$ cat src/hw/rtl/gacm_pkg.sv
// shared types and codes of the crossover and mutation engine
package gacm_pkg;

    localparam int MAX_LENGTH = 64;
    localparam int IDX_W      = $clog2(MAX_LENGTH);
    localparam int LEN_W      = IDX_W + 1;
    localparam int DRAW_W     = 16;
    localparam int PROD_W     = DRAW_W + IDX_W;

    localparam logic OP_CROSS  = 1'b0;
    localparam logic OP_MUTATE = 1'b1;

    localparam logic [1:0] MODE_SINGLE  = 2'd0;
    localparam logic [1:0] MODE_MULTI   = 2'd1;
    localparam logic [1:0] MODE_UNIFORM = 2'd2;

    localparam logic [1:0] ERR_OK        = 2'd0;
    localparam logic [1:0] ERR_MASK_DIFF = 2'd1;
    localparam logic [1:0] ERR_VAL_DIFF  = 2'd2;

    localparam logic [2:0] CFG_LENGTH = 3'd0;
    localparam logic [2:0] CFG_MODE   = 3'd1;
    localparam logic [2:0] CFG_POINTS = 3'd2;
    localparam logic [2:0] CFG_RATE   = 3'd3;
    localparam logic [2:0] CFG_SEED   = 3'd4;

    typedef struct packed {
        logic [6:0]  length;
        logic [1:0]  mode;
        logic [5:0]  points;
        logic [16:0] rate;
    } cfg_t;

    typedef struct packed {
        logic [MAX_LENGTH-1:0] child_a;
        logic [MAX_LENGTH-1:0] child_b;
        logic [1:0]            error_code;
    } res_t;

endpackage

$ cat src/hw/rtl/gacm_rng.sv
// xorshift32 random source, one draw per step
module gacm_rng (
    input  logic        aclk,
    input  logic        aresetn,
    input  logic        seed_wr,
    input  logic [31:0] seed,
    input  logic        step,
    output logic [gacm_pkg::DRAW_W-1:0] draw
);

    logic [31:0] state_reg;
    logic [31:0] state_next;
    logic [31:0] x1;
    logic [31:0] x2;
    logic [31:0] x3;

    always_comb begin
        x1 = state_reg ^ (state_reg << 13);
        x2 = x1 ^ (x1 >> 17);
        x3 = x2 ^ (x2 << 5);
        state_next = state_reg;
        if (seed_wr) begin
            state_next = (seed != 32'd0) ? seed : 32'd1;
        end else if (step) begin
            state_next = x3;
        end
    end

    assign draw = x3[31:32-gacm_pkg::DRAW_W];

    always_ff @(posedge aclk) begin
        if (!aresetn) begin
            state_reg <= 32'd1;
        end else begin
            state_reg <= state_next;
        end
    end

endmodule

$ cat src/hw/rtl/gacm_core.sv
// sequencer with one shared multiply and compare unit, one allele per cycle in the run state
module gacm_core (
    input  logic                 aclk,
    input  logic                 aresetn,
    input  gacm_pkg::cfg_t       cfg,
    input  logic                 s_valid,
    output logic                 s_ready,
    input  logic                 s_operation,
    input  logic [gacm_pkg::MAX_LENGTH-1:0] s_parent_a,
    input  logic [gacm_pkg::MAX_LENGTH-1:0] s_parent_b,
    input  logic [gacm_pkg::MAX_LENGTH-1:0] s_protect_a,
    input  logic [gacm_pkg::MAX_LENGTH-1:0] s_protect_b,
    input  logic [gacm_pkg::DRAW_W-1:0]     rng_draw,
    output logic                 rng_step,
    output logic                 res_valid,
    input  logic                 res_take,
    output gacm_pkg::res_t       res
);

    localparam logic [2:0] ST_IDLE  = 3'd0;
    localparam logic [2:0] ST_CHECK = 3'd1;
    localparam logic [2:0] ST_RUN   = 3'd2;
    localparam logic [2:0] ST_CUT   = 3'd3;
    localparam logic [2:0] ST_SPLIT = 3'd4;
    localparam logic [2:0] ST_DONE  = 3'd5;

    localparam int ML = gacm_pkg::MAX_LENGTH;
    localparam int IW = gacm_pkg::IDX_W;
    localparam int LW = gacm_pkg::LEN_W;
    localparam int PW = gacm_pkg::PROD_W;
    localparam int DW = gacm_pkg::DRAW_W;

    logic [2:0]     state_reg, state_next;
    logic           op_reg, op_next;
    logic [1:0]     mode_reg, mode_next;
    logic [LW-1:0]  len_reg, len_next;
    logic [IW-1:0]  k_reg, k_next;
    logic [IW-1:0]  chosen_reg, chosen_next;
    logic           swapped_reg, swapped_next;
    logic [IW-1:0]  idx_reg, idx_next;
    logic [IW-1:0]  cut_reg, cut_next;
    logic [1:0]     err_reg, err_next;
    logic [ML-1:0]  pa_reg, pa_next;
    logic [ML-1:0]  pb_reg, pb_next;
    logic [ML-1:0]  qa_reg, qa_next;
    logic [ML-1:0]  qb_reg, qb_next;
    logic [ML-1:0]  sel_reg, sel_next;

    logic [LW-1:0]  len_c;
    logic [IW-1:0]  n_c;
    logic [IW-1:0]  k_c;
    logic [ML-1:0]  mask_c;
    logic [IW-1:0]  n_cur;
    logic [IW-1:0]  mult_op;
    logic [PW-1:0]  prod;
    logic [PW-1:0]  thresh;
    logic           hit;
    logic           heads;
    logic           below_rate;
    logic           last_pos;
    logic           swap_now;

    // clamp the configured length and point count
    always_comb begin
        if (cfg.length == 7'd0) begin
            len_c = LW'(1);
        end else if (LW'(cfg.length) > LW'(ML)) begin
            len_c = LW'(ML);
        end else begin
            len_c = LW'(cfg.length);
        end
        n_c = IW'(len_c - LW'(1));
        k_c = (cfg.points == 6'd0) ? IW'(1) : IW'(cfg.points);
        if (k_c > n_c) begin
            k_c = n_c;
        end
        for (int i = 0; i < ML; i++) begin
            mask_c[i] = LW'(i) < len_c;
        end
    end

    // shared multiply and compare unit
    assign n_cur      = IW'(len_reg - LW'(1));
    assign mult_op    = (mode_reg == gacm_pkg::MODE_MULTI) ? IW'(n_cur - idx_reg) : n_cur;
    assign prod       = PW'(rng_draw) * PW'(mult_op);
    assign thresh     = {IW'(k_reg - chosen_reg), DW'(0)};
    assign hit        = (chosen_reg < k_reg) && (prod < thresh);
    assign heads      = rng_draw > 16'h8000;
    assign below_rate = {1'b0, rng_draw} < cfg.rate;
    assign swap_now   = swapped_reg ^ hit;

    always_comb begin
        if (op_reg == gacm_pkg::OP_MUTATE || mode_reg != gacm_pkg::MODE_MULTI) begin
            last_pos = LW'(idx_reg) == LW'(len_reg - LW'(1));
        end else begin
            last_pos = LW'(idx_reg) == LW'(len_reg - LW'(2));
        end
    end

    always_comb begin
        state_next   = state_reg;
        op_next      = op_reg;
        mode_next    = mode_reg;
        len_next     = len_reg;
        k_next       = k_reg;
        chosen_next  = chosen_reg;
        swapped_next = swapped_reg;
        idx_next     = idx_reg;
        cut_next     = cut_reg;
        err_next     = err_reg;
        pa_next      = pa_reg;
        pb_next      = pb_reg;
        qa_next      = qa_reg;
        qb_next      = qb_reg;
        sel_next     = sel_reg;
        rng_step     = 1'b0;
        s_ready      = 1'b0;
        res_valid    = 1'b0;

        unique case (state_reg)
            ST_IDLE: begin
                s_ready = 1'b1;
                if (s_valid) begin
                    op_next      = s_operation;
                    mode_next    = cfg.mode;
                    len_next     = len_c;
                    k_next       = k_c;
                    chosen_next  = '0;
                    swapped_next = 1'b0;
                    idx_next     = '0;
                    err_next     = gacm_pkg::ERR_OK;
                    pa_next      = s_parent_a & mask_c;
                    pb_next      = s_parent_b & mask_c;
                    qa_next      = s_protect_a & mask_c;
                    qb_next      = s_protect_b & mask_c;
                    sel_next     = '0;
                    state_next   = (s_operation == gacm_pkg::OP_MUTATE) ? ST_RUN : ST_CHECK;
                end
            end
            ST_CHECK: begin
                if (len_reg == LW'(1)) begin
                    rng_step = 1'b1;
                    if (!heads) begin
                        sel_next = ML'(1);
                    end
                    state_next = ST_DONE;
                end else if (qa_reg != qb_reg) begin
                    err_next   = gacm_pkg::ERR_MASK_DIFF;
                    state_next = ST_DONE;
                end else if (((pa_reg ^ pb_reg) & qa_reg) != '0) begin
                    err_next   = gacm_pkg::ERR_VAL_DIFF;
                    state_next = ST_DONE;
                end else begin
                    unique case (mode_reg)
                        gacm_pkg::MODE_SINGLE:  state_next = ST_CUT;
                        gacm_pkg::MODE_MULTI:   state_next = ST_RUN;
                        gacm_pkg::MODE_UNIFORM: state_next = ST_RUN;
                        default:                state_next = ST_DONE;
                    endcase
                end
            end
            ST_CUT: begin
                rng_step   = 1'b1;
                cut_next   = prod[PW-1:DW];
                state_next = ST_SPLIT;
            end
            ST_SPLIT: begin
                for (int i = 0; i < ML; i++) begin
                    sel_next[i] = (LW'(i) > LW'(cut_reg)) && (LW'(i) < len_reg);
                end
                state_next = ST_DONE;
            end
            ST_RUN: begin
                if (op_reg == gacm_pkg::OP_MUTATE) begin
                    if (!qa_reg[idx_reg]) begin
                        rng_step = 1'b1;
                        sel_next[idx_reg] = below_rate;
                    end
                end else if (mode_reg == gacm_pkg::MODE_MULTI) begin
                    rng_step     = 1'b1;
                    swapped_next = swap_now;
                    if (hit) begin
                        chosen_next = chosen_reg + IW'(1);
                    end
                    sel_next[IW'(idx_reg + IW'(1))] = swap_now;
                end else begin
                    rng_step = 1'b1;
                    sel_next[idx_reg] = !heads;
                end
                idx_next = idx_reg + IW'(1);
                if (last_pos) begin
                    state_next = ST_DONE;
                end
            end
            ST_DONE: begin
                res_valid = 1'b1;
                if (res_take) begin
                    state_next = ST_IDLE;
                end
            end
            default: state_next = ST_IDLE;
        endcase
    end

    always_comb begin
        if (op_reg == gacm_pkg::OP_MUTATE) begin
            res.child_a = pa_reg ^ sel_reg;
            res.child_b = '0;
        end else if (err_reg != gacm_pkg::ERR_OK) begin
            res.child_a = '0;
            res.child_b = '0;
        end else begin
            res.child_a = (pa_reg & ~sel_reg) | (pb_reg & sel_reg);
            res.child_b = (pb_reg & ~sel_reg) | (pa_reg & sel_reg);
        end
        res.error_code = err_reg;
    end

    always_ff @(posedge aclk) begin
        if (!aresetn) begin
            state_reg <= ST_IDLE;
        end else begin
            state_reg <= state_next;
        end
    end

    always_ff @(posedge aclk) begin
        op_reg      <= op_next;
        mode_reg    <= mode_next;
        len_reg     <= len_next;
        k_reg       <= k_next;
        chosen_reg  <= chosen_next;
        swapped_reg <= swapped_next;
        idx_reg     <= idx_next;
        cut_reg     <= cut_next;
        err_reg     <= err_next;
        pa_reg      <= pa_next;
        pb_reg      <= pb_next;
        qa_reg      <= qa_next;
        qb_reg      <= qb_next;
        sel_reg     <= sel_next;
    end

endmodule

$ cat src/hw/rtl/ga_crossover_mutation_engine.sv
// top level: configuration registers, random source, sequencer and output register
//
// Usage
//   Input channel s_*: valid/ready; one item is a crossover (operation 0) or
//   mutate (operation 1) request with two chromosomes and their protection masks.
//   Result channel m_*: valid/ready; exactly one result item per input item.
//   Configuration: cfg_wr_en, cfg_index, cfg_wdata; write only while the block is
//   idle. Writing random_seed reloads the generator (zero loads one).
// Timing
//   In mutate, multi point and uniform modes the sequencer handles one allele
//   position per cycle on a shared multiplier and compare unit, drawing from the
//   generator as needed. Single point mode draws one cut and then splits. s_ready
//   returns the cycle after the result moves to the output register.
// Reset and stall
//   Reset restores the register defaults and a generator state of one.
//   A stalled result sits in the output register; the next item is still taken
//   and processed, and waits in the sequencer until the output register frees.
module ga_crossover_mutation_engine (
    input  logic        aclk,
    input  logic        aresetn,
    input  logic        cfg_wr_en,
    input  logic [2:0]  cfg_index,
    input  logic [31:0] cfg_wdata,
    input  logic        s_valid,
    output logic        s_ready,
    input  logic        s_operation,
    input  logic [gacm_pkg::MAX_LENGTH-1:0] s_parent_a,
    input  logic [gacm_pkg::MAX_LENGTH-1:0] s_parent_b,
    input  logic [gacm_pkg::MAX_LENGTH-1:0] s_protect_a,
    input  logic [gacm_pkg::MAX_LENGTH-1:0] s_protect_b,
    output logic        m_valid,
    input  logic        m_ready,
    output logic [gacm_pkg::MAX_LENGTH-1:0] m_child_a,
    output logic [gacm_pkg::MAX_LENGTH-1:0] m_child_b,
    output logic [1:0]  m_error_code
);

    gacm_pkg::cfg_t cfg_reg;
    gacm_pkg::res_t core_res;
    gacm_pkg::res_t out_reg;
    logic           m_valid_reg;
    logic           seed_wr;
    logic           rng_step;
    logic [gacm_pkg::DRAW_W-1:0] rng_draw;
    logic           res_valid;
    logic           res_take;

    always_ff @(posedge aclk) begin
        if (!aresetn) begin
            cfg_reg.length <= 7'd64;
            cfg_reg.mode   <= gacm_pkg::MODE_SINGLE;
            cfg_reg.points <= 6'd2;
            cfg_reg.rate   <= 17'd655;
        end else if (cfg_wr_en) begin
            unique case (cfg_index)
                gacm_pkg::CFG_LENGTH: cfg_reg.length <= cfg_wdata[6:0];
                gacm_pkg::CFG_MODE:   cfg_reg.mode   <= cfg_wdata[1:0];
                gacm_pkg::CFG_POINTS: cfg_reg.points <= cfg_wdata[5:0];
                gacm_pkg::CFG_RATE:   cfg_reg.rate   <= cfg_wdata[16:0];
                default: ;
            endcase
        end
    end

    assign seed_wr = cfg_wr_en && (cfg_index == gacm_pkg::CFG_SEED);

    gacm_rng u_rng (
        .aclk    (aclk),
        .aresetn (aresetn),
        .seed_wr (seed_wr),
        .seed    (cfg_wdata),
        .step    (rng_step),
        .draw    (rng_draw)
    );

    gacm_core u_core (
        .aclk        (aclk),
        .aresetn     (aresetn),
        .cfg         (cfg_reg),
        .s_valid     (s_valid),
        .s_ready     (s_ready),
        .s_operation (s_operation),
        .s_parent_a  (s_parent_a),
        .s_parent_b  (s_parent_b),
        .s_protect_a (s_protect_a),
        .s_protect_b (s_protect_b),
        .rng_draw    (rng_draw),
        .rng_step    (rng_step),
        .res_valid   (res_valid),
        .res_take    (res_take),
        .res         (core_res)
    );

    assign res_take = res_valid && (!m_valid_reg || m_ready);

    always_ff @(posedge aclk) begin
        if (!aresetn) begin
            m_valid_reg <= 1'b0;
        end else if (res_take) begin
            m_valid_reg <= 1'b1;
        end else if (m_ready) begin
            m_valid_reg <= 1'b0;
        end
    end

    always_ff @(posedge aclk) begin
        if (res_take) begin
            out_reg <= core_res;
        end
    end

    assign m_valid      = m_valid_reg;
    assign m_child_a    = out_reg.child_a;
    assign m_child_b    = out_reg.child_b;
    assign m_error_code = out_reg.error_code;

endmodule

$ cat config.mk
export PLATFORM = sky130hd
export DESIGN_NAME = ga_crossover_mutation_engine
export DESIGN_NICKNAME = d
export VERILOG_FILES = /design/src/hw/rtl/gacm_pkg.sv /design/src/hw/rtl/gacm_rng.sv /design/src/hw/rtl/gacm_core.sv /design/src/hw/rtl/ga_crossover_mutation_engine.sv
export SDC_FILE = /design/constraint.sdc
export NUM_CORES = 2
export LEC_CHECK = 0
export ABC_CLOCK_PERIOD_IN_PS = 11350
export CAP_MARGIN = 20
export CORE_ASPECT_RATIO = 0.7
export CORE_MARGIN = 10
export CORE_UTILIZATION = 30
export DETAILED_ROUTE_END_ITERATION = 10
export DONT_BUFFER_PORTS = 1
export PLACE_DENSITY_LB_ADDON = 0.05
export SLEW_MARGIN = 20
export SYNTH_ARGS = -nofsm -noshare
export SYNTH_HDL_FRONTEND = slang
export SYNTH_HIERARCHICAL = 1
export SYNTH_SLANG_ARGS = --single-unit
$ cat constraint.sdc
create_clock -name aclk -period 11.35 [get_ports aclk]
set_input_delay 0.5675 -clock aclk [delete_from_list [all_inputs] [get_ports aclk]]
set_output_delay 0.5675 -clock aclk [all_outputs]
set_load 0.01 [all_outputs]
# Yosys cells after proc, flatten, opt, wreduce, memory -nomap -nowiden
# Index checks and enable logic that the tools add are counted.
# Widths: inputs -> output; s select.
[word_totals] reg_bits=555 output_inout_bits=132 input_bits=297
[classes] bitwise_logic=18 n_mux=59 n_lt_le_gt_ge=200 addsub=7 reduce_logical=98 multipliers=1 eq_ne=27
[op_table] operator="$and 64x64->64" n=9
[op_table] operator="$lt 6x7->1 const A" n=64
[op_table] operator="$mux 64" n=6
[op_table] operator="$mux 128" n=2
[op_table] operator="$pmux 64 s4" n=1
[op_table] operator="$lt 5x7->1 const A" n=32
[op_table] operator="$bwmux 64" n=3
[op_table] operator="$gt 6x6->1 const A" n=32
[op_table] operator="$or 64x64->64" n=2
[op_table] operator="$xor 64x64->64" n=2
[op_table] operator="$lt 4x7->1 const A" n=16
[op_table] operator="$gt 5x6->1 const A" n=16
[op_table] operator="$mux 32" n=3
[op_table] operator="$logic_and 1x1->1" n=68
[op_table] operator="$ne 64x64->1" n=1
[op_table] operator="$not 64->64" n=1
[op_table] operator="$reduce_bool 64->1" n=1
[op_table] operator="$xor 32x32->32" n=2
[op_table] operator="$lt 3x7->1 const A" n=8
[op_table] operator="$gt 4x6->1 const A" n=8
[op_table] operator="$mux 6" n=7
[op_table] operator="$reduce_bool 32->1" n=1
[op_table] operator="$xor 32x15->32" n=1
[op_table] operator="$lt 2x7->1 const A" n=4
[op_table] operator="other kinds (55)" n=120

# Logic depth before layout (Yosys ltp)
[logic_depth] depth_word=11 ltp_mapped=35 ltp_nobuf=32

# Hierarchy
# The synthesis kept the hierarchy.
[by_module_without_submodules] module="gacm_core" area_per_inst_um2=29228.0 seq_area_each_um2=10780.3 cells_per_inst=3261 instances=1
[by_module_without_submodules] module="ga_crossover_mutation_engine" area_per_inst_um2=5262.5 seq_area_each_um2=4564.4 cells_per_inst=268 instances=1
[by_module_without_submodules] module="gacm_rng" area_per_inst_um2=2214.6 seq_area_each_um2=640.6 cells_per_inst=246 instances=1

# Least setup slack after synthesis
# OpenSTA, ideal clock, no wires.
[synth_timing] path_type="register to register" startpoint="reg u_core.len_reg[2]" endpoint="reg u_core.sel_reg[15] (data pin)" stages_incl_launch_ff=34 required_ns=11.082 t_arrival_ns=8.523 setup_slack_ns=2.559 path_cell_list="edfxtp_1 > clkbuf_1 > inv_1 > ha_1 > nand2_1 > and2_1 > xor2_1 > ha_1 > a21boi_0 > o21a_1 > or3_1 > a21oi_2 > mux2_2 > fa_1 > fa_1 > fa_1 > inv_1 > ha_1 > and4_1 > and4_1 > o21ai_4 > a31oi_1 > o41ai_1 > o21bai_1 > xor2_1 > ha_1 > and3_1 > o21ai_0 > nand3_1 > o211ai_2 > o211ai_2 > buf_2 > a311oi_1 > o31ai_1"
[synth_between] elab_chain_cells=11
[synth_lines] item="from (decl)" line="gacm_core.sv:36" text="logic [LW-1:0] len_reg, len_next;"
[synth_lines] item="from (signal assigned)" line="gacm_core.sv:230" text="len_reg <= len_next;"
[synth_lines] item="$sub 7x1->7 (*)" line="gacm_core.sv:83" text="assign n_cur = IW'(len_reg - LW'(1));"
[synth_lines] item="$sub 6x6->6" line="gacm_core.sv:84" text="assign mult_op = (mode_reg == gacm_pkg::MODE_MULTI) ? IW'(n_cur - idx_reg) : n_cur;"
[synth_lines] item="$mux 6 (*)" line="gacm_core.sv:84"
[synth_lines] item="$mul 16x6->22 (*)" line="gacm_core.sv:85" text="assign prod = PW'(rng_draw) * PW'(mult_op);"
[synth_lines] item="via u_core.prod[20]" line="gacm_core.sv:55" text="logic [PW-1:0] prod;"
[synth_lines] item="$lt 22x22->1 (*)" line="gacm_core.sv:87" text="assign hit = (chosen_reg < k_reg) && (prod < thresh);"
[synth_lines] item="$logic_and 1x1->1 (*)" line="gacm_core.sv:87"
[synth_lines] item="$xor 1x1->1 (*)" line="gacm_core.sv:90" text="assign swap_now = swapped_reg ^ hit;"
[synth_lines] item="$bwmux 64 (*)" line="gacm_core.sv:185" text="sel_next[IW'(idx_reg + IW'(1))] = swap_now;"
[synth_lines] item="$mux 64 (*)" line="gacm_core.sv:179" text="end else if (mode_reg == gacm_pkg::MODE_MULTI) begin"
[synth_lines] item="$mux 64 (*)" line="gacm_core.sv:174" text="if (op_reg == gacm_pkg::OP_MUTATE) begin"
[synth_lines] item="$pmux 64 s4 (*)" line="gacm_core.sv:120" text="unique case (state_reg)"
[synth_lines] item="via u_core.sel_next[15]" line="gacm_core.sv:47" text="logic [ML-1:0] sel_reg, sel_next;"
[synth_lines] item="to (signal assigned)" line="gacm_core.sv:241" text="sel_reg <= sel_next;"
[synth_lines] item="to (decl)" line="gacm_core.sv:47"
# The timed path passes the listed nets; every way through them passes the cells marked *.
# A chain may end at the register's enable or synchronous reset.

# Final worst setup path
[layout_timing] startpoint="reg u_core.len_reg[2]" endpoint="reg u_core.sel_reg[37] (data pin)"
# The elaborated chain is that of the path after synthesis.

==> flow_summary.yaml <==
status:
  outcome: "completed"
synth:
  synth_edf_count: 487
  avgSynthCellArea_um2: 9.72
  yosysTopAreaCellShare_pct: 39.8
  synth_cell_types: 90
  ys.flop_type: "edfxtp_1"
  synthTopCellsByArea: "edfxtp_1 40%, mux2i_1 4.7%, dfxtp_1 3.7%, nand2_1 3.7%, nor2_1 3.5%"
  synth-seq-area-share_pct: 43.6
  synth_top_cell_by_area: "edfxtp_1"
  yosysWarnings: 6
  syn-instance-count: 3775
  synth_seq_cells: 555
  syn_nets: 4207
  synthArstFlopShare_pct: 0
  synth_area_um2: 36700
global_route:
  antenna_found_initial: 91
  overflow: 0
  grt_first_pass_wirelength_um: 240000
  first_global_vias: 28305
  grt_max_degree: 144
  grt_usage_pct: 24.6
final_layout:
  utilization_pct: 33.6
  final_cell_area_um2: 40800
  synthToLayoutAreaGrowth_pct: 11.1
  num-fill-cells: 12610
  drive_above_1_share_pct: 6.99
  fin_nets: 4111
drt:
  drc: 0
  met2_length_um: 70000
  met1_length_um: 84300
  drt_iter0_drc: 4289
  drtAntennaViolNets: 0
  highest_layer: "met5"
  routed_wl_um: 176000
  wl_met3_um: 18200
  drt-vias-per-instance: 5.73
  firstDrtPassIters: 6
  post_drt_wl_per_cell_um: 32.7
  vias: 30876
setup_path:
  rr_endpoint: "u_core/sel_reg[37]$_DFFE_PP_"
  worstPathRequired_ps: 11840
  crit_end: "u_core/sel_reg[37]$_DFFE_PP_"
  path_common_cell: "ha_1"
  crit_start: "u_core/len_reg[2]$_DFFE_PP_"
  arrival_ps: 10950
  cp-end-kind: "register"
  worstSetupPathType: "register to register"
  timing.rr.start: "u_core/len_reg[2]$_DFFE_PP_"
  worstRegToRegCells: 35
  crit_fanout: 36
  critPathMaxStageDelay_ps: 650
  start_kind: "register"
  crit_slowest_cell: "edfxtp_1"
  ff2ff_setup_slack_ps: 880
sta:
  fin_crit_sh_pct: 92.2
  finalSetupViolations: 0
  fmax_mhz: 95.5
  worst_pin_slew_ps: 1300
  skew_ps: 23.5
  slew_viol_final: 0
  rsz0062_at_grt: "no"
  fin_setup_tns_ps: 0
  fin_ws_ps: 882
  timing_hold_violations_final: 0
  fin_crit_ps: 10470
  slew-limit-headroom_pct: 13.7
clock_tree:
  cts_root_buffer: "clkbuf_16"
  tritoncts: "built"
  cts_buffer_depth: 3
  clock-sinks: 555
  numCtsBuffers: 69
  clk_pin_slew_ps: 60
  htreeDepth: 3
  clk_latency_ps: 670
  postCtsSetupBuffers: 0
floorplan:
  die-area_um2: 137000
  core_area_um2: 122000
  row_count: 107
  fp.dieW_um: 438
  io_pins: 429
  die_h_um: 313
  start_util_pct: 30.2
power:
  power-per-cell-area_nw_per_um2: 388
  vdd_drop_max_uv: 801
  power_mw: 15.8
  leakage_nw: 14.3
placed_design:
  portBuffers: 0
  dpl.hpwl_um: 135000
  dp_slack_ps: 1050
  post_dp_cell_area_um2: 38400
  place.gp.congestion: 0.936
worst_hold_path:
  min_path_type: "input pin to register"
job:
  maxCapViolCount: 0
area by class of cell:
class	count	area [um^2]	share of cell area [%]
inverter	132	507	1.24
antenna	22	55.1	0.135
timing repair buffer	93	753	1.85
multi-input combinational	2828	19300	47.2
sequential	555	16000	39.2
tap	1635	2050	5.02
clock inverter	38	272	0.666
clock buffer	87	1900	4.66
routing by layer:
layer | GRT usage [%] | up-vias
li1 | - | 13515
met1 | 38.0 | 15419
met2 | 33.5 | 1603
met3 | 6.77 | 287
met4 | 4.84 | 52
met5 | 0 | -
worst max-delay path: cells and delay by family, from the launching register on:
kind | cells | cell delay [ps]
fa+ha+maj | 7 | 3110
compound gates | 13 | 2960
flops | 1 | 650
buf+inv | 6 | 1470
mux | 1 | 140
simple gates | 6 | 1560
xor+xnor | 2 | 350
synthesized netlist by cell type (all sizes together) (24+ instances only):
cell type    n
a221oi      29
o21ai      159
nand3       65
dfxtp       68
a31oi       41
and3        34
nand4       39
a22oi       40
nand2b      24
and2       182
nor2       346
nand2      361
a211oi      49
xor2       146
o211ai      60
o22ai       62
inv        128
xnor2      103
nor2b      180
fa          58
buf         75
a21oi      170
edfxtp     487
mux2i      175
ha          77
clkbuf     185
a311oi      33
nor3        51
nor4        41
layout by cell type, fill, tap and decap left out, drive strengths merged, types with 81 or more instances in the layout:
cell | netlist | layout
o21ai | 159 | 159
edfxtp | 487 | 487
mux2i | 175 | 175
nand2 | 361 | 361
xor2 | 146 | 146
and2 | 182 | 182
xnor2 | 103 | 103
inv | 128 | 131
nor2b | 180 | 180
buf | 75 | 81
nor2 | 346 | 346
clkbuf | 185 | 87
a21oi | 170 | 170
report_power, final:
group	internal, mW	total [mW]	switching [mW]
clock	1.25	2.24	0.982
combinational	2.94	9.67	6.73
sequential	3.06	3.91	0.849
total	7.25	15.8	8.56
worst min path at each step:
stage / start / end / slack [ps] / cells after the start
after floorplan: cfg_reg[23]$_SDFFE_PN0P_ / u_core/mode_reg[0]$_DFFE_PP_ / 410 / 0
after global placement: cfg_reg[23]$_SDFFE_PN0P_ / u_core/mode_reg[0]$_DFFE_PP_ / 420 / 0
after detailed placement: cfg_reg[23]$_SDFFE_PN0P_ / u_core/mode_reg[0]$_DFFE_PP_ / 430 / 0
after CTS: cfg_wdata[31] / u_rng/state_reg[31]$_SDFFE_PN0P_ / 3 / 2
final: cfg_wdata[31] / u_rng/state_reg[31]$_SDFFE_PN0P_ / 50 / 2
after global routing: cfg_wdata[25] / u_rng/state_reg[25]$_SDFFE_PN0P_ / 30 / 2
logic make-up (layout without fill, tap and decap cells):
logic type | after synthesis | after routing | synth area share [%]
simple gates | 1432 | 1432 | 19.6
compound gates | 811 | 811 | 14.7
flops | 555 | 555 | 43.6
buf+inv | 392 | 350 | 4.24
xor+xnor | 263 | 263 | 6.92
mux | 187 | 187 | 5.21
fa+ha+maj | 135 | 135 | 5.79
other cells | 0 | 22 | 0
per-stage QoR:
| step | instances | hold slack (ps) |
|---|---|---|
| global route | 5378 | 31.6 |
| detailed placement | 5231 | 429 |
| global placement | 5231 | 419 |
| finish | 5390 | 47.3 |
| CTS | 5368 | 2.75 |
| floorplan | 3775 | 408 |
repair_timing:
item / in CTS / in global routing
endpoints found under the hold margin: 14 / 0
hold buffers: 12 / 0
resized for setup: 0 / 0
No activity file was read; power rests on OpenSTA's default activity.
